<file path="src/ddo_pkg.sv">
// ----------------------------------------------------------------------------
// Differential drive odometry package
// Shared widths, register indexes, constant tables and types for the odometry
// core, its CORDIC unit and its shared multiplier.
// ----------------------------------------------------------------------------
package ddo_pkg;

  localparam int ANGLE_W    = 32;
  localparam int POS_W      = 32;
  localparam int RAD_W      = 16;
  localparam int INVSEP_W   = 24;
  localparam int CFG_IDX_W  = 8;
  localparam int CFG_DATA_W = 24;
  localparam int IN_W       = 2 * ANGLE_W;
  localparam int OUT_W      = 3 * POS_W;

  localparam int DELTA_W = ANGLE_W + 1;
  localparam int SUM_W   = DELTA_W + 1;
  localparam int DIST_W  = 34;
  localparam int TRIG_W  = 34;
  localparam int DX_W    = 36;
  localparam int T_W     = 51;
  localparam int W_W     = 59;
  localparam int OPA_W   = W_W;
  localparam int OPB_W   = TRIG_W;
  localparam int AMAG_W  = 58;
  localparam int BMAG_W  = 32;
  localparam int PP_W    = 64;
  localparam int ACC_W   = AMAG_W + BMAG_W;
  localparam int PROD_W  = ACC_W + 1;

  localparam int DIST_SHIFT  = 17;
  localparam int TRIG_SHIFT  = 30;
  localparam int OMEGA_SHIFT = 16;
  localparam int TURN_SHIFT  = 32;

  localparam int ATAN_N     = 32;
  localparam int ATAN_IDX_W = 5;

  localparam logic [CFG_IDX_W-1:0] REG_WHEEL_RADIUS = 8'd0;
  localparam logic [CFG_IDX_W-1:0] REG_INV_SEP      = 8'd1;

  localparam logic [RAD_W-1:0]    RADIUS_RESET = 16'd8474;
  localparam logic [INVSEP_W-1:0] INVSEP_RESET = 24'd68478;

  localparam logic signed [TRIG_W-1:0] CORDIC_GAIN  = 34'sd652032875;
  localparam logic [ANGLE_W-1:0]       TURN_PER_RAD = 32'd683565276;
  localparam logic [ANGLE_W-1:0]       QUARTER_TURN = 32'h4000_0000;
  localparam logic [ANGLE_W-1:0]       HALF_TURN    = 32'h8000_0000;

  localparam logic [ANGLE_W-1:0] ATAN_TURNS [ATAN_N] = '{
    32'd536870912, 32'd316933406, 32'd167458907, 32'd85004756,
    32'd42667331,  32'd21354465,  32'd10679838,  32'd5340245,
    32'd2670163,   32'd1335087,   32'd667544,    32'd333772,
    32'd166886,    32'd83443,     32'd41722,     32'd20861,
    32'd10430,     32'd5215,      32'd2608,      32'd1304,
    32'd652,       32'd326,       32'd163,       32'd81,
    32'd41,        32'd20,        32'd10,        32'd5,
    32'd3,         32'd1,         32'd1,         32'd0
  };

  typedef enum logic [3:0] {
    S_IDLE,
    S_CORDIC,
    S_DIST,
    S_DX,
    S_DY,
    S_TURN,
    S_OMEGA,
    S_DELTA,
    S_OUT
  } seq_state_t;

  typedef enum logic [2:0] {
    MUL_IDLE,
    MUL_LO,
    MUL_HI,
    MUL_SUM,
    MUL_SIGN
  } mul_state_t;

  typedef enum logic [1:0] {
    COR_IDLE,
    COR_RUN,
    COR_FIN
  } cordic_state_t;

  typedef struct packed {
    logic              start;
    logic              neg;
    logic [AMAG_W-1:0] a_mag;
    logic [BMAG_W-1:0] b_mag;
  } mul_req_t;

  typedef struct packed {
    logic busy;
    logic done;
  } unit_status_t;

  function automatic logic signed [POS_W-1:0] sat_add(
    input logic signed [POS_W-1:0] a,
    input logic signed [DX_W-1:0]  d
  );
    logic signed [DX_W:0] s;
    logic [DX_W-POS_W+1:0] top;
    s   = {{(DX_W + 1 - POS_W){a[POS_W-1]}}, a} + {d[DX_W-1], d};
    top = s[DX_W:POS_W-1];
    if ((&top) || !(|top)) begin
      sat_add = s[POS_W-1:0];
    end else if (s[DX_W]) begin
      sat_add = {1'b1, {(POS_W - 1){1'b0}}};
    end else begin
      sat_add = {1'b0, {(POS_W - 1){1'b1}}};
    end
  endfunction

endpackage

</file>
<file path="src/ddo_mul.sv">
// ----------------------------------------------------------------------------
// Shared signed multiplier
// Forms the exact signed product of a 58-bit magnitude and a 32-bit magnitude
// from two 32x32 partial products over several cycles.
// ----------------------------------------------------------------------------
module ddo_mul (
  input  logic                                clk,
  input  logic                                rst,
  input  ddo_pkg::mul_req_t                   req,
  output ddo_pkg::unit_status_t               status,
  output logic signed [ddo_pkg::PROD_W-1:0]   product
);

  localparam int AHI_W = ddo_pkg::AMAG_W - ddo_pkg::BMAG_W;

  ddo_pkg::mul_state_t state, state_next;
  logic done;

  logic [ddo_pkg::BMAG_W-1:0] a_lo;
  logic [AHI_W-1:0]           a_hi;
  logic [ddo_pkg::BMAG_W-1:0] b;
  logic                       neg;
  logic [ddo_pkg::PP_W-1:0]   pp;
  logic [ddo_pkg::BMAG_W-1:0] mul_a;
  logic [ddo_pkg::PP_W-1:0]   pp_next;
  logic [ddo_pkg::ACC_W-1:0]  acc;
  logic [ddo_pkg::PROD_W-1:0] acc_ext;

  assign acc_ext = {1'b0, acc};

  assign mul_a   = (state == ddo_pkg::MUL_HI)
                 ? {{(ddo_pkg::BMAG_W - AHI_W){1'b0}}, a_hi} : a_lo;
  assign pp_next = {{(ddo_pkg::PP_W - ddo_pkg::BMAG_W){1'b0}}, mul_a}
                 * {{(ddo_pkg::PP_W - ddo_pkg::BMAG_W){1'b0}}, b};

  always_comb begin
    state_next = state;
    unique case (state)
      ddo_pkg::MUL_IDLE: begin
        if (req.start) begin
          state_next = ddo_pkg::MUL_LO;
        end
      end
      ddo_pkg::MUL_LO:   state_next = ddo_pkg::MUL_HI;
      ddo_pkg::MUL_HI:   state_next = ddo_pkg::MUL_SUM;
      ddo_pkg::MUL_SUM:  state_next = ddo_pkg::MUL_SIGN;
      ddo_pkg::MUL_SIGN: state_next = ddo_pkg::MUL_IDLE;
      default:           state_next = ddo_pkg::MUL_IDLE;
    endcase
  end

  always_comb begin
    status.busy = (state != ddo_pkg::MUL_IDLE);
    status.done = done;
  end

  always_ff @(posedge clk) begin
    if (rst) begin
      state <= ddo_pkg::MUL_IDLE;
      done  <= 1'b0;
    end else begin
      state <= state_next;
      done  <= (state == ddo_pkg::MUL_SIGN);
    end
  end

  always_ff @(posedge clk) begin
    unique case (state)
      ddo_pkg::MUL_IDLE: begin
        if (req.start) begin
          a_lo <= req.a_mag[ddo_pkg::BMAG_W-1:0];
          a_hi <= req.a_mag[ddo_pkg::AMAG_W-1:ddo_pkg::BMAG_W];
          b    <= req.b_mag;
          neg  <= req.neg;
        end
      end
      ddo_pkg::MUL_LO: begin
        pp <= pp_next;
      end
      ddo_pkg::MUL_HI: begin
        acc <= {{(ddo_pkg::ACC_W - ddo_pkg::PP_W){1'b0}}, pp};
        pp  <= pp_next;
      end
      ddo_pkg::MUL_SUM: begin
        acc <= acc + {pp[ddo_pkg::AMAG_W-1:0], {ddo_pkg::BMAG_W{1'b0}}};
      end
      ddo_pkg::MUL_SIGN: begin
        product <= neg ? (~acc_ext + 1'b1) : acc_ext;
      end
      default: begin
      end
    endcase
  end

endmodule
</file>
<file path="config.mk">
export PLATFORM = sky130hd
export DESIGN_NAME = ddo_mul
export DESIGN_NICKNAME = d
export VERILOG_FILES = /design/src/ddo_pkg.sv /design/src/ddo_mul.sv
export SDC_FILE = /design/constraint.sdc
export NUM_CORES = 2
export LEC_CHECK = 0
export BUFFER_PORTS_ARGS = -buffer_cell sky130_fd_sc_hd__buf_2
export CAP_MARGIN = 10
export CORE_MARGIN = 4
export CORE_UTILIZATION = 40
export DETAILED_ROUTE_END_ITERATION = 16
export GPL_TIMING_DRIVEN = 0
export RECOVER_POWER = 50
export SLEW_MARGIN = 20
export SYNTH_ARGS = -nofsm -noshare
export SYNTH_HDL_FRONTEND = slang
export SYNTH_SLANG_ARGS = --single-unit
</file>
<file path="constraint.sdc">
create_clock -name clk -period 17 [get_ports clk]
set_input_delay 4.25 -clock clk [delete_from_list [all_inputs] [get_ports clk]]
set_output_delay 4.25 -clock clk [all_outputs]
set_load 0.005 [all_outputs]
</file>
==> results.py <==
metrics = {
    "clock_tree": {
        "numCtsBuffers": 42,
        "clk_pin_slew_worst_paths_ns": 0.06,
        "cts_buffer_depth": 3,
        "hold_buffers": 0,
        "cts_tree": "done",
        "root_buffer": "clkbuf_16",
        "ctsResizeCount": 0,
        "htree_levels": 2,
        "clock_latency_ns": 0.64,
        "post_cts_buffers": 0,
        "cts_sinks": 340,
    },
    "sta": {
        "hold_violations": 0,
        "setup_viol": 0,
        "rsz0062_at_grt": "no",
        "max_freq_mhz": 73.2,
        "whs_ns": 0.519,
        "slew_viol_final": 0,
        "finalCriticalPeriod_ns": 13.67,
        "tightestPinTransition_ns": 1.49,
        "timing.final.crit_share_pct": 80.4,
        "relSlewSlack_pct": 0.974,
        "clock_skew_ns": 0.0351,
    },
    "routing": {
        "drc": 0,
        "wire_per_inst_um": 26.4,
        "viasPerCell": 5.43,
        "drt_iter0_drc": 3309,
        "wl_um": 184000,
        "drtPass1Iterations": 6,
        "drtAntennaViolNets": 0,
        "num_vias": 37950,
    },
    "place": {
        "portBuffers": 186,
        "gp_congestion": 1.05,
        "dp_hpwl_um": 148000,
    },
    "floorplan": {
        "core_um2": 124000,
        "dieHeight_um": 362,
        "ioPinCount": 187,
        "rows": 129,
        "die-area_um2": 131000,
        "die_w_um": 362,
        "initial_core_util_pct": 40.3,
    },
    "cells_and_area": {
        "fin_nets": 6622,
        "syn2layout_area_growth_pct": 9.03,
        "layout-drive-gt1-share_pct": 6.22,
    },
    "synthesis": {
        "synth.yosys.seq_area_share_pct": 20.3,
        "synth_nets": 6375,
        "ys_warn_count": 0,
        "synth_area_um2": 50000,
        "synth_edf_count": 336,
        "synthArstFlopShare_pct": 0,
        "syn_inst": 5063,
        "synth_cell_types": 70,
        "ys.flop_type": "edfxtp_1",
        "synthDominantCellAreaShare_pct": 35.9,
        "synth_top_cells_by_area": "fa_1 36%, edfxtp_1 20%, ha_1 8.0%",
        "synth.avg_cell_area_um2": 9.87,
        "synthTopCellsByCount": "912 x inv_1, 897 x fa_1, 638 x nand2_1",
        "synth.ff_latch_count": 340,
        "synth_top_area_cell": "fa_1",
        "yosysMostFrequentCell": "inv_1",
    },
    "worst_setup_path": {
        "cp-start-kind": "flip-flop",
        "critPathSlowestCell": "clkbuf_1",
        "worst_ep_required_time_ns": 17.38,
        "reg2reg_slack_ns": 3.33,
        "worst-path-max-fanout": 35,
        "cp_common_cell": "fa_1",
        "max_stage_delay_ns": 1.12,
        "crit_path_end_kind": "flip-flop",
        "crit_type": "flip-flop to flip-flop",
        "worstPathArrival_ns": 14.05,
    },
    "global_routing": {
        "grt_pass1_vias": 39120,
        "grt_use_total_pct": 28.2,
        "grt_overflow_total": 0,
        "grt_pass1_wl_um": 267000,
        "grt_max_degree": 36,
        "antenna_found_initial": 16,
    },
    "outcome": {
        "outcome": "finished, final reports clean",
    },
    "flow_run": {
        "drv_cap": 0,
    },
    "worst_hold_path": {
        "hp-class": "flip-flop to flip-flop",
    },
}
==> cells by family (layout without fill, tap and decap cells) <==
kind of cell / Yosys count / in the layout / share of synthesized area, %
other: 0 / 17 / 0
XOR/XNOR: 196 / 196 / 3.43
flip-flops: 340 / 340 / 20.3
AO/OA/AOI/OAI: 531 / 531 / 6.74
adder cells (fa/ha/maj): 1218 / 1218 / 44.0
AND/OR/NAND/NOR: 1573 / 1573 / 16.0
buffers and inverters: 1175 / 1452 / 8.83
multiplexers: 30 / 30 / 0.666
==> metal layers <==
layer	routed length, µm	vias up	track usage, %
li1	-	16351	-
met1	71100	19035	35.5
met2	79800	2051	43.0
met3	21100	509	9.74
met4	12200	4	15.1
met5	28	-	0
==> per-stage QoR <==
stage / instance area, µm² / std cells / setup WS, ns / util, % / TNS [ns]
4_1_cts: 54600 / 6977 / 4.67 / 44.0 / 0
3_5_place_dp: 53300 / 6903 / 4.72 / 43.0 / 0
6_report: 54500 / 6994 / 3.33 / 44.0 / 0
2_1_floorplan: 50000 / 5063 / 5.01 / - / 0
5_1_grt: 54500 / 6978 / 2.71 / 43.9 / 0
3_3_place_gp: 53000 / 6886 / -0.404 / 42.7 / -1.55
==> layout make-up <==
class                      instances  area (µm²)
inverter                         912        3420
multi-input combinational       3548       35400
tap                             1637        2050
sequential                       340       10200
clock buffer                      45        1060
buffer                           263        1020
clock inverter                    29         275
antenna                           17        42.5
fill                           12011       69400
timing repair buffer             203        1060
==> placed cells by master, fill, tap and decap left out, types with 12 or more instances in the layout <==
| master | count |
|---|---|
| a21o_1 | 59 |
| o41ai_1 | 12 |
| fa_1 | 897 |
| clkbuf_1 | 257 |
| o21bai_1 | 30 |
| ha_1 | 321 |
| and3_1 | 20 |
| o31ai_1 | 30 |
| nor2b_1 | 16 |
| xor2_1 | 54 |
| o211ai_1 | 15 |
| or2_2 | 12 |
| edfxtp_1 | 336 |
| clkbuf_16 | 42 |
| buf_2 | 187 |
| nand3_1 | 38 |
| clkbuf_2 | 20 |
| a31oi_1 | 24 |
| nor3_1 | 34 |
| nand2_1 | 638 |
| and2_1 | 578 |
| diode_2 | 17 |
| o21ai_0 | 127 |
| and2_0 | 27 |
| inv_1 | 912 |
| mux2_2 | 26 |
| xnor2_1 | 142 |
| a211oi_1 | 19 |
| nor2_1 | 96 |
| or4_1 | 21 |
| or3_1 | 19 |
| nand4_1 | 26 |
| o21a_1 | 18 |
| a21oi_1 | 144 |
| nand2b_1 | 15 |
==> critical path: cells and delay by family, from the launching register on <==
kind,cells,cell delay [ns]
XOR/XNOR,1,0.15
adder cells (fa/ha/maj),9,4.78
flip-flops,1,0.39
AND/OR/NAND/NOR,5,2.19
AO/OA/AOI/OAI,5,1.60
buffers and inverters,9,3.89
multiplexers,1,0.32
==> sequential cells by signal, indices dropped and copies added, names as in the netlist <==
| register | flops |
|---|---|
| state | 3 |
| a_hi | 26 |
| pp | 64 |
| product | 91 |
| done | 1 |
| neg | 1 |
| a_lo | 32 |
| acc | 90 |
| b | 32 |
==> worst paths after layout <==
kind             from      end  cells past startpoint
min reg2reg    pp[59]  acc[59]                      2
max          state[1]   pp[56]                     30
max reg2reg  state[1]   pp[56]                     30
min            pp[59]  acc[59]                      2
Power is left out: the tool's default activity adds up to more than one toggle a clock period on the data nets, which glitch-free logic cannot reach.
