`src/ddo_pkg.sv`:
```
// ----------------------------------------------------------------------------
// Differential drive odometry package
// Shared widths, register indexes, constant tables and types for the odometry
// core, its CORDIC unit and its shared multiplier.
// ----------------------------------------------------------------------------
package ddo_pkg;

  localparam int ANGLE_W    = 32;
  localparam int POS_W      = 32;
  localparam int RAD_W      = 16;
  localparam int INVSEP_W   = 24;
  localparam int CFG_IDX_W  = 8;
  localparam int CFG_DATA_W = 24;
  localparam int IN_W       = 2 * ANGLE_W;
  localparam int OUT_W      = 3 * POS_W;

  localparam int DELTA_W = ANGLE_W + 1;
  localparam int SUM_W   = DELTA_W + 1;
  localparam int DIST_W  = 34;
  localparam int TRIG_W  = 34;
  localparam int DX_W    = 36;
  localparam int T_W     = 51;
  localparam int W_W     = 59;
  localparam int OPA_W   = W_W;
  localparam int OPB_W   = TRIG_W;
  localparam int AMAG_W  = 58;
  localparam int BMAG_W  = 32;
  localparam int PP_W    = 64;
  localparam int ACC_W   = AMAG_W + BMAG_W;
  localparam int PROD_W  = ACC_W + 1;

  localparam int DIST_SHIFT  = 17;
  localparam int TRIG_SHIFT  = 30;
  localparam int OMEGA_SHIFT = 16;
  localparam int TURN_SHIFT  = 32;

  localparam int ATAN_N     = 32;
  localparam int ATAN_IDX_W = 5;

  localparam logic [CFG_IDX_W-1:0] REG_WHEEL_RADIUS = 8'd0;
  localparam logic [CFG_IDX_W-1:0] REG_INV_SEP      = 8'd1;

  localparam logic [RAD_W-1:0]    RADIUS_RESET = 16'd8474;
  localparam logic [INVSEP_W-1:0] INVSEP_RESET = 24'd68478;

  localparam logic signed [TRIG_W-1:0] CORDIC_GAIN  = 34'sd652032875;
  localparam logic [ANGLE_W-1:0]       TURN_PER_RAD = 32'd683565276;
  localparam logic [ANGLE_W-1:0]       QUARTER_TURN = 32'h4000_0000;
  localparam logic [ANGLE_W-1:0]       HALF_TURN    = 32'h8000_0000;

  localparam logic [ANGLE_W-1:0] ATAN_TURNS [ATAN_N] = '{
    32'd536870912, 32'd316933406, 32'd167458907, 32'd85004756,
    32'd42667331,  32'd21354465,  32'd10679838,  32'd5340245,
    32'd2670163,   32'd1335087,   32'd667544,    32'd333772,
    32'd166886,    32'd83443,     32'd41722,     32'd20861,
    32'd10430,     32'd5215,      32'd2608,      32'd1304,
    32'd652,       32'd326,       32'd163,       32'd81,
    32'd41,        32'd20,        32'd10,        32'd5,
    32'd3,         32'd1,         32'd1,         32'd0
  };

  typedef enum logic [3:0] {
    S_IDLE,
    S_CORDIC,
    S_DIST,
    S_DX,
    S_DY,
    S_TURN,
    S_OMEGA,
    S_DELTA,
    S_OUT
  } seq_state_t;

  typedef enum logic [2:0] {
    MUL_IDLE,
    MUL_LO,
    MUL_HI,
    MUL_SUM,
    MUL_SIGN
  } mul_state_t;

  typedef enum logic [1:0] {
    COR_IDLE,
    COR_RUN,
    COR_FIN
  } cordic_state_t;

  typedef struct packed {
    logic              start;
    logic              neg;
    logic [AMAG_W-1:0] a_mag;
    logic [BMAG_W-1:0] b_mag;
  } mul_req_t;

  typedef struct packed {
    logic busy;
    logic done;
  } unit_status_t;

  function automatic logic signed [POS_W-1:0] sat_add(
    input logic signed [POS_W-1:0] a,
    input logic signed [DX_W-1:0]  d
  );
    logic signed [DX_W:0] s;
    logic [DX_W-POS_W+1:0] top;
    s   = {{(DX_W + 1 - POS_W){a[POS_W-1]}}, a} + {d[DX_W-1], d};
    top = s[DX_W:POS_W-1];
    if ((&top) || !(|top)) begin
      sat_add = s[POS_W-1:0];
    end else if (s[DX_W]) begin
      sat_add = {1'b1, {(POS_W - 1){1'b0}}};
    end else begin
      sat_add = {1'b0, {(POS_W - 1){1'b1}}};
    end
  endfunction

endpackage

```
`src/ddo_cordic.sv`:
```
// ----------------------------------------------------------------------------
// Iterative CORDIC rotation unit
// Folds a binary angle into the right half plane and runs one shift-and-add
// rotation step per cycle to produce cosine and sine in signed Q4.30.
// ----------------------------------------------------------------------------
module ddo_cordic #(
  parameter int CORDIC_STEPS = 16
) (
  input  logic                                   clk,
  input  logic                                   rst,
  input  logic                                   start,
  input  logic [ddo_pkg::ANGLE_W-1:0]            angle,
  output ddo_pkg::unit_status_t                  status,
  output logic signed [ddo_pkg::TRIG_W-1:0]      cosine,
  output logic signed [ddo_pkg::TRIG_W-1:0]      sine
);

  localparam int STEP_W = (CORDIC_STEPS > 1) ? $clog2(CORDIC_STEPS) : 1;
  localparam logic [STEP_W-1:0] LAST_STEP = STEP_W'(CORDIC_STEPS - 1);

  ddo_pkg::cordic_state_t state, state_next;
  logic done;

  logic signed [ddo_pkg::TRIG_W-1:0] x, y, z;
  logic signed [ddo_pkg::TRIG_W-1:0] xs, ys, atan_step, z_init;
  logic                              flip, fold_flip;
  logic [STEP_W-1:0]                 step;
  logic [ddo_pkg::ATAN_IDX_W-1:0]    k;
  logic [ddo_pkg::ANGLE_W-1:0]       rotated, folded;

  assign rotated   = angle + ddo_pkg::QUARTER_TURN;
  assign fold_flip = rotated[ddo_pkg::ANGLE_W-1];
  assign folded    = fold_flip ? (angle ^ ddo_pkg::HALF_TURN) : angle;
  assign z_init    = {{(ddo_pkg::TRIG_W - ddo_pkg::ANGLE_W){folded[ddo_pkg::ANGLE_W-1]}},
                      folded};

  assign k         = ddo_pkg::ATAN_IDX_W'(step);
  assign xs        = x >>> k;
  assign ys        = y >>> k;
  assign atan_step = {{(ddo_pkg::TRIG_W - ddo_pkg::ANGLE_W){1'b0}}, ddo_pkg::ATAN_TURNS[k]};

  always_comb begin
    state_next = state;
    unique case (state)
      ddo_pkg::COR_IDLE: begin
        if (start) begin
          state_next = ddo_pkg::COR_RUN;
        end
      end
      ddo_pkg::COR_RUN: begin
        if (step == LAST_STEP) begin
          state_next = ddo_pkg::COR_FIN;
        end
      end
      ddo_pkg::COR_FIN: begin
        state_next = ddo_pkg::COR_IDLE;
      end
      default: begin
        state_next = ddo_pkg::COR_IDLE;
      end
    endcase
  end

  always_comb begin
    status.busy = (state != ddo_pkg::COR_IDLE);
    status.done = done;
  end

  always_ff @(posedge clk) begin
    if (rst) begin
      state <= ddo_pkg::COR_IDLE;
      done  <= 1'b0;
    end else begin
      state <= state_next;
      done  <= (state == ddo_pkg::COR_FIN);
    end
  end

  always_ff @(posedge clk) begin
    unique case (state)
      ddo_pkg::COR_IDLE: begin
        if (start) begin
          x    <= ddo_pkg::CORDIC_GAIN;
          y    <= '0;
          z    <= z_init;
          flip <= fold_flip;
          step <= '0;
        end
      end
      ddo_pkg::COR_RUN: begin
        if (!z[ddo_pkg::TRIG_W-1]) begin
          x <= x - ys;
          y <= y + xs;
          z <= z - atan_step;
        end else begin
          x <= x + ys;
          y <= y - xs;
          z <= z + atan_step;
        end
        step <= step + 1'b1;
      end
      ddo_pkg::COR_FIN: begin
        cosine <= flip ? -x : x;
        sine   <= flip ? -y : y;
      end
      default: begin
      end
    endcase
  end

endmodule

```
`config.mk`:
```
export PLATFORM = sky130hd
export DESIGN_NAME = ddo_cordic
export DESIGN_NICKNAME = d
export VERILOG_FILES = /design/src/ddo_pkg.sv /design/src/ddo_cordic.sv
export SDC_FILE = /design/constraint.sdc
export NUM_CORES = 1
export LEC_CHECK = 0
export BUFFER_PORTS_ARGS = -buffer_cell sky130_fd_sc_hd__buf_4
export CAP_MARGIN = 20
export CORE_MARGIN = 4
export CORE_UTILIZATION = 39
export DETAILED_ROUTE_END_ITERATION = 10
export PLACE_DENSITY = 0.63
export SLEW_MARGIN = 20
export SYNTH_ARGS = -nofsm -noshare
export SYNTH_HDL_FRONTEND = slang
export SYNTH_SLANG_ARGS = --single-unit
```
`constraint.sdc`:
```
create_clock -name clk -period 9.5 [get_ports clk]
set_input_delay 0.95 -clock clk [delete_from_list [all_inputs] [get_ports clk]]
set_output_delay 0.95 -clock clk [all_outputs]
set_load 0.05 [all_outputs]
```
==> results of run 1 <==
power by group:
part	switching [mW]	total [mW]	internal, mW	leakage (nW)
Combinational	2.52	4.51	1.99	5.99
Clock	0.343	0.737	0.394	0.291
Sequential	0.470	1.60	1.13	1.69
Total	3.33	6.86	3.52	7.97
metal layers:
layer | up-vias | track usage (%)
li1 | 7825 | -
met1 | 7864 | 26.0
met2 | 525 | 35.2
met3 | 81 | 4.07
met4 | 0 | 5.91
met5 | - | 0
path summary, 6_finish.rpt:
path,end,slack (ns)
setup / recovery,y[32]$_SDFFCE_PN0P_,3.22
hold / removal,sine[0]$_DFFE_PP_,0.56
setup reg to reg,y[32]$_SDFFCE_PN0P_,3.22
hold reg to reg,sine[0]$_DFFE_PP_,0.56
sequential cells by signal, indices dropped and copies added (netlist names):
register	cells
flip	1
cosine	34
x	34
y	34
state	2
step	4
done	1
z	34
sine	34
final cells by class:
cell class	instances	area, sq um
fillers	4659	27200
inverters	46	173
well taps	615	769
flip-flops and latches	178	5320
clock buffers	17	425
clock inverters	15	173
multi-input cells	1750	12800
repair buffers	121	933
through the flow:
step / area (sq um) / hold WS [ns] / utilization (%)
2_1_floorplan: 18900 / 0.494 / -
3_3_place_gp: 20000 / 0.534 / 41.8
3_5_place_dp: 20000 / 0.555 / 41.8
4_1_cts: 20600 / 0.564 / 43.1
5_1_grt: 20600 / 0.583 / 43.1
6_report: 20600 / 0.565 / 43.1
worst register-to-register path: stages (launching register included):
cell      delay, ns
edfxtp_1       0.38
buf_12         0.49
inv_2          0.45
mux4_2         0.62
or2_0          0.24
or2_4          0.26
nand2_1        0.08
and3_1         0.25
and3_1         0.27
and4_1         0.34
nor2_1         0.08
xnor2_1        0.14
ha_1           0.38
nand3_1        0.14
nor2_1         0.07
nand4_1        0.16
nor3_1         0.08
a211o_1        0.31
o311a_1        0.40
o41ai_1        0.41
o21ai_0        0.20
xnor2_1        0.18
nor2_1         0.05
cell usage in the layout (no fill, tap or decap), drive strengths merged, types with 68 or more instances in the layout:
cell / instances
buf: 121
o21ai: 154
a21oi: 161
nand2: 231
ha: 114
nor2: 179
edfxtp: 175
mux4: 68
xnor2: 149
xor2: 88
kinds of logic (layout without fill, tap and decap cells):
group / Yosys count / in the layout
flip-flops: 178 / 178
adder cells (fa/ha/maj): 117 / 117
multiplexers: 150 / 150
buffers and inverters: 189 / 199
AO/OA/AOI/OAI: 577 / 577
XOR/XNOR: 237 / 237
AND/OR/NAND/NOR: 669 / 669
==> metrics.csv, run 1 <==
metric,value,unit
cp-startpoint,step[0]$_SDFFCE_PN0P_,
yosys.area_share.adder,7.87,%
cp_slowest_stage_delay,0.61,ns
synth_area,0.0189,sq mm
ys_warn_count,0,
antenna_cells,0,
hold_start,y[0]$_SDFFCE_PN0P_,
cts_made_buffers,17,
final_cells,2742,
fin_tns_setup,0,ns
port_buffers,104,
htree_levels,4,
drv_slew,0,
clk_path_buf_depth,2,
drive_gt1_share,13.0,%
reg2reg_depth,22,
dp_worst_setup_slack,3.28,ns
synthXorXnorAreaFrac,11.0,%
crit_arrival,6.49,ns
setup_slack,3.22,ns
drc,0,
fp.dieW,228,um
worst_pin_slew,1.11,ns
status,completed,
grt_pass1_vias,15700,
endpoint_kind,register,
worstSetupPathType,register to register,
synth_compound_area_share,19.3,%
r2r-start,step[0]$_SDFFCE_PN0P_,
worstSkewPairLatency,0.49,ns
first_pass_iters,6,
slew_headroom,26.1,%
grt_max_degree,135,
rsz0062_at_grt,false,
cts_setup_buffers,0,
cts_root_buffer,clkbuf_16,
maxClockFrequency,159,MHz
leakagePower,7.97,nW
viasPerCell,5.94,
gp_congestion,0.918,
synth_top_area_share,27.8,%
critPathRequiredTime,9.71,ns
fin_crit_sh,66.1,%
hold_violations,0,
synthMuxAreaShare,12.7,%
synth_top_cell_by_area,edfxtp_1,
fin_total_pwr,6.86,mW
wl_met2,26.7,mm
synth-simple-area-share,16.7,%
synth_most_common_cell,nand2_1,
post_drt_wl_per_cell,19.8,um
crit_chain,"buf_12, inv_2, mux4_2, or2_0, or2_4, nand2_1, and3_1, and3_1, and4_1, nor2_1, xnor2_1, ha_1, nand3_1, nor2_1, nand4_1, nor3_1, a211o_1, o311a_1, o41ai_1, o21ai_0, xnor2_1, nor2_1",
syn_to_final_growth,8.92,%
die_h,228,um
critPathMostFrequentCell,nor2_1,
ys_top_cells_by_count,"nand2_1 (231), nor2_1 (179), edfxtp_1 (175), a21oi_1 (161), xnor2_1 (149)",
fin_crit,6.28,ns
async_reset_ff_share,0,%
grt_use_total,20.4,%
min_path_type,register to register,
slowest_stage,mux4_2,
setup_viol_count_final,0,
ant_nets,0,
grt_pass1_wl,86.2,mm
synthCells,2117,
drt_iter0_drc,1353,
antenna_found_initial,0,
ioPinCount,105,
dp_cells,2710,
wl,54.3,mm
hold_buffers,0,
holdPathStages,0,
maxCapViolCount,0,
critPathMaxFanout,106,
finClkSkew,0.0146,ns
grt-ovfl-total,0,
powerDensity,333,mW/mm^2
rows,80,
wl_met3,3.38,mm
start_kind,register,
die_area,0.0520,sq mm
hpwl,39.9,mm
syn_nets,2269,
start_util,39.5,%
nNetsFinal,2266,
crit_family,simple AND/OR/NAND/NOR gates,
synth_edf_count,175,
path_buf_inv,2,
ir_drop,0.000126,V
synth_top_family_by_area,compound AO/OA/AOI/OAI gates,
ys_seq_elements,178,
netlist_top_cells_area,"edfxtp_1 (28%), mux4_2 (8.1%), ha_1 (7.6%), xnor2_1 (6.9%), nand2_1 (4.6%)",
cts_resized,0,
core,0.0477,sq mm
num_vias,16300,
top_layer,met4,
clock-sinks,178,
cts_tree,done,
wl_met1,23.1,mm
synth_cell_types,88,
syn_area_per_cell,8.92,sq um
yosys_most_used_dff,edfxtp_1,
yosysSeqAreaShare,28.2,%
cp.depth,22,
path_clk_slew,0.08,ns
No activity file was read; power rests on OpenSTA's default activity.
==> run 2, diff against run 1 <==
--- a/config.mk
+++ b/config.mk
@@ -10,7 +10,7 @@
 export CORE_MARGIN = 4
 export CORE_UTILIZATION = 39
 export DETAILED_ROUTE_END_ITERATION = 10
-export PLACE_DENSITY = 0.63
+export PLACE_DENSITY = 0.61
 export SLEW_MARGIN = 20
 export SYNTH_ARGS = -nofsm -noshare
 export SYNTH_HDL_FRONTEND = slang
==> constraint.sdc (replaced) <==
create_clock -name clk -period 6.5 [get_ports clk]
set_input_delay 0.65 -clock clk [delete_from_list [all_inputs] [get_ports clk]]
set_output_delay 0.65 -clock clk [all_outputs]
set_load 0.05 [all_outputs]
==> run 2 against run 1 <==
Compared with the run above: clock skew grew 0.010 ns; combinational power rose by 52%; power grew 49%; via count rose by 0.39%; register-to-register slack worse by 2.8 ns; highest routed layer unchanged.
==> metrics.csv, run 2 (synthesized netlist as in run 1, its figures left out) <==
metric,value,unit
wl_met1,24.5,mm
slew_headroom,36.3,%
cts_resized,0,
antenna_cells,0,
clk_path_buf_depth,2,
cts_root_buffer,clkbuf_16,
start_kind,register,
gp_congestion,0.947,
grt_pass1_wl,88.3,mm
port_buffers,104,
worst_pin_slew,0.955,ns
worstSkewPairLatency,0.50,ns
cell_internal_pwr,5.25,mW
seq_area,0.00532,sq mm
finClkSkew,0.0250,ns
top_layer,met4,
grt_max_degree,96,
status,completed,
layout_commonest_cell,nand2_1,
setup_viol_count_final,0,
p_comb_share,67.4,%
first_pass_iters,5,
grt_use_total,21.1,%
path_clk_slew,0.07,ns
ioPinCount,105,
antenna_found_initial,0,
fin_area,0.0208,sq mm
powerDensity,490,mW/mm^2
placed_area,0.0202,sq mm
rows,80,
drv_slew,0,
wl_met3,2.71,mm
drive_gt1_share,14.0,%
wl,56.1,mm
ir_drop,0.000186,V
critPathMaxFanout,26,
cp_slowest_stage_delay,0.73,ns
nNetsFinal,2292,
worstSetupPathType,register to register,
viasPerCell,5.91,
start_util,39.5,%
drt_iter0_drc,1308,
fin_total_pwr,10.2,mW
leakagePower,8.11,nW
htree_levels,4,
maxClockFrequency,165,MHz
rsz0062_at_grt,false,
slowest_stage,edfxtp_1,
clock-sinks,178,
cts_made_buffers,17,
syn_to_final_growth,10.2,%
min_path_type,primary input to register,
wl_met2,27.3,mm
switchingPower,4.95,mW
grt-ovfl-total,0,
ant_nets,0,
fin_crit,6.05,ns
cts_tree,done,
grt_pass1_vias,15900,
fin_tns_setup,0,ns
fillCellCount,4652,
mostFrequentLayoutCells,"nand2_1 (231), nor2_1 (179), edfxtp_1 (175)",
endpoint_kind,register,
core,0.0477,sq mm
seq_power_share,21.7,%
path_buf_inv,3,
hold_violations,0,
crit_family,compound AO/OA/AOI/OAI gates,
multi_input_area,0.0128,sq mm
crit_arrival,6.28,ns
num_vias,16400,
drc,0,
maxCapViolCount,0,
crit_chain,"inv_2, buf_4, buf_4, mux2i_1, nand2_1, o22ai_1, and3_1, and2_1, a31oi_1, xnor2_1, ha_1, a21o_1, a21oi_1, o31ai_1, o311ai_0, nand3b_1, o41a_1, a21o_1, a21oi_1, xor2_1, nand2_1",
hpwl,41.8,mm
fp.dieW,228,um
critPathRequiredTime,6.73,ns
fin_crit_sh,93.1,%
switching_share,48.5,%
die_h,228,um
die_area,0.0520,sq mm
post_drt_wl_per_cell,20.3,um
pwr-share-clk,10.9,%
[run 2: per-layer routing]
metal | up-vias | GRT usage, %
met4 | 0 | 7.79
met3 | 91 | 3.04
li1 | 7860 | -
met5 | - | 0
met1 | 7906 | 27.5
met2 | 502 | 35.7
[run 2: worst reg2reg max path, stage by stage (launching register included)]
cell	delay [ns]
edfxtp_1	0.73
inv_2	0.39
buf_4	0.40
buf_4	0.27
mux2i_1	0.33
nand2_1	0.12
o22ai_1	0.26
and3_1	0.29
and2_1	0.22
a31oi_1	0.12
xnor2_1	0.16
ha_1	0.37
a21o_1	0.19
a21oi_1	0.21
o31ai_1	0.12
o311ai_0	0.32
nand3b_1	0.25
o41a_1	0.44
a21o_1	0.20
a21oi_1	0.16
xor2_1	0.19
nand2_1	0.07
[run 2: power groups by stage]
stage          registers (mW)  clock network, mW  logic (mW)
5_1_grt                  2.24               1.18        7.60
4_1_cts                  2.20               1.15        6.83
3_5_place_dp             2.22                  0        6.78
3_3_place_gp             2.22                  0        6.72
6_report                 2.21               1.11        6.87
2_1_floorplan            1.85                  0        5.51
[run 2: final timing paths]
kind	depth (start not counted)	end	slack [ns]	start
max	21	x[29]$_SDFFCE_PN1P_	0.45	step[1]$_SDFFCE_PN0P_
min	2	done$_SDFF_PP0_	0.33	rst
max reg2reg	21	x[29]$_SDFFCE_PN1P_	0.45	step[1]$_SDFFCE_PN0P_
min reg2reg	0	cosine[0]$_DFFE_PP_	0.55	x[0]$_SDFFCE_PN1P_
[run 2: stage by stage]
stage	util (%)	setup slack (ns)	instances	hold slack, ns
2_1_floorplan	-	0.435	2117	0.494
3_3_place_gp	42.3	0.500	2735	0.532
3_5_place_dp	42.3	0.424	2735	0.538
4_1_cts	43.5	0.386	2767	0.295
5_1_grt	43.6	0.0188	2768	0.319
6_report	43.6	0.447	2768	0.335
[run 2: area by class of cell]
cell class              instances  share of cell area (%)
multi-input cells            1750                    61.4
inverters                      46                   0.830
clock inverters                14                   0.842
clock buffers                  18                    2.06
well taps                     615                    3.70
repair buffers                147                    5.61
flip-flops and latches        178                    25.6
[run 2: timing repair]
item | CTS | global route
setup endpoints to repair | 0 | 7
hold buffers | 0 | 0
setup buffers | 0 | 1
==> run 3, diff against run 2 <==
--- a/config.mk
+++ b/config.mk
@@ -10,7 +10,7 @@
 export CORE_MARGIN = 4
 export CORE_UTILIZATION = 39
 export DETAILED_ROUTE_END_ITERATION = 10
-export PLACE_DENSITY = 0.61
+export PLACE_DENSITY = 0.67
 export SLEW_MARGIN = 20
 export SYNTH_ARGS = -nofsm -noshare
 export SYNTH_HDL_FRONTEND = slang
==> run 3 against run 2 <==
Compared with the run above: sequential power about the same; critical path depth unchanged; wire length down 0.72%; largest power group unchanged; power down 0.59%; fmax up 0.33%; largest cell class unchanged; combinational power about the same; die area unchanged; via count up 1.2%.
==> metrics.csv, run 3 (synthesized netlist as in run 1, its figures left out) <==
metric,value,unit
status,completed,
grt_pass1_vias,15900,
hold_violations,0,
clk_path_buf_depth,2,
wl,55.7,mm
port_buffers,104,
die_area,0.0520,sq mm
antenna_found_initial,0,
leakagePower,8.11,nW
die_h,228,um
crit_arrival,6.26,ns
gp_congestion,0.924,
setup_slack,0.467,ns
switchingPower,4.96,mW
ir_drop,0.000237,V
cts_resized,0,
worstSetupPathType,register to register,
drive_gt1_share,14.1,%
syn_to_final_growth,10.2,%
switching_share,48.9,%
min_path_type,primary input to register,
pwr-share-clk,10.5,%
nNetsFinal,2293,
hold_buffers,0,
maxCapViolCount,0,
cts_root_buffer,clkbuf_16,
fin_crit_sh,92.8,%
rows,80,
critPathRequiredTime,6.72,ns
slew_headroom,38.1,%
grt_max_degree,131,
antenna_cells,0,
hpwl,41.4,mm
drv_slew,0,
post_drt_wl_per_cell,20.1,um
htree_levels,4,
core,0.0477,sq mm
cell_internal_pwr,5.18,mW
layout_commonest_cell,nand2_1,
viasPerCell,5.98,
powerDensity,487,mW/mm^2
start_kind,register,
grt_use_total,20.8,%
num_vias,16600,
finClkSkew,0.0127,ns
fin_tns_setup,0,ns
final_util,43.6,%
worst_pin_slew,0.929,ns
fp.dieW,228,um
fin_hold_ws,0.334,ns
setup_viol_count_final,0,
fillCellCount,4570,
drt_iter0_drc,1442,
cts_setup_buffers,0,
cts_made_buffers,17,
mostFrequentLayoutCells,"nand2_1 (231), nor2_1 (179), edfxtp_1 (175)",
drc,0,
worstSkewPairLatency,0.50,ns
seq_area,0.00532,sq mm
first_pass_iters,5,
maxClockFrequency,166,MHz
dp_worst_setup_slack,0.646,ns
grt-ovfl-total,0,
multi_input_area,0.0128,sq mm
endpoint_kind,register,
clock-sinks,178,
grt_pass1_wl,86.8,mm
rsz0062_at_grt,false,
critPathMaxFanout,64,
path_clk_slew,0.08,ns
p_comb_share,67.6,%
ioPinCount,105,
cts_tree,done,
fin_crit,6.03,ns
start_util,39.5,%
seq_power_share,22.0,%
fin_total_pwr,10.1,mW
ant_nets,0,
## run 3: final cells by class
cell class	count	area share, %
sequential	178	25.6
clock inverter	15	0.710
inverter	46	0.830
clock buffer	17	2.05
timing repair buffer	148	5.74
multi-input combinational	1750	61.4
tap	615	3.70
## run 3: per-layer routing
layer / GRT usage [%] / up-vias / part of all wire [%]
li1: - / 7900 / -
met1: 26.1 / 7938 / 42
met2: 35.0 / 581 / 48
met3: 4.27 / 136 / 5.8
met4: 8.69 / 0 / 3.9
met5: 0 / - / 0
## run 3: final timing paths
path / startpoint / endpoint / slack, ns / cells after the start
min: rst / done$_SDFF_PP0_ / 0.33 / 2
min reg2reg: y[0]$_SDFFCE_PN0P_ / sine[0]$_DFFE_PP_ / 0.58 / 0
max reg2reg: step[3]$_SDFFCE_PN0P_ / y[32]$_SDFFCE_PN0P_ / 0.47 / 21
max: step[3]$_SDFFCE_PN0P_ / y[32]$_SDFFCE_PN0P_ / 0.47 / 21
## run 3: metrics by stage
| stage | instance area, sq um | cells |
|---|---|---|
| 2_1_floorplan | 18900 | 2117 |
| 3_3_place_gp | 20200 | 2736 |
| 3_5_place_dp | 20200 | 2736 |
| 4_1_cts | 20800 | 2768 |
| 5_1_grt | 20800 | 2769 |
| 6_report | 20800 | 2769 |
## run 3: power by group through the flow
stage	sequential (mW)	combinational, mW	clock, mW
2_1_floorplan	1.85	5.51	0
3_3_place_gp	2.22	6.65	0
3_5_place_dp	2.23	6.74	0
4_1_cts	2.20	6.79	1.10
5_1_grt	2.25	7.58	1.13
6_report	2.23	6.85	1.06
## run 3: worst max-delay path: stages, from the launching register on
cell	delay, ns
edfxtp_1	0.56
buf_12	0.27
nor2_1	0.57
a211oi_1	0.24
o21ai_0	0.29
ha_1	0.26
and3_1	0.25
and3_1	0.28
and4_1	0.31
nor2_1	0.07
xnor2_1	0.15
ha_1	0.38
nand3_1	0.13
nor2_1	0.08
nand4_1	0.18
nor3_1	0.09
a211o_1	0.33
o311a_1	0.41
o41ai_1	0.42
o21ai_0	0.20
xnor2_1	0.17
nor2_1	0.05
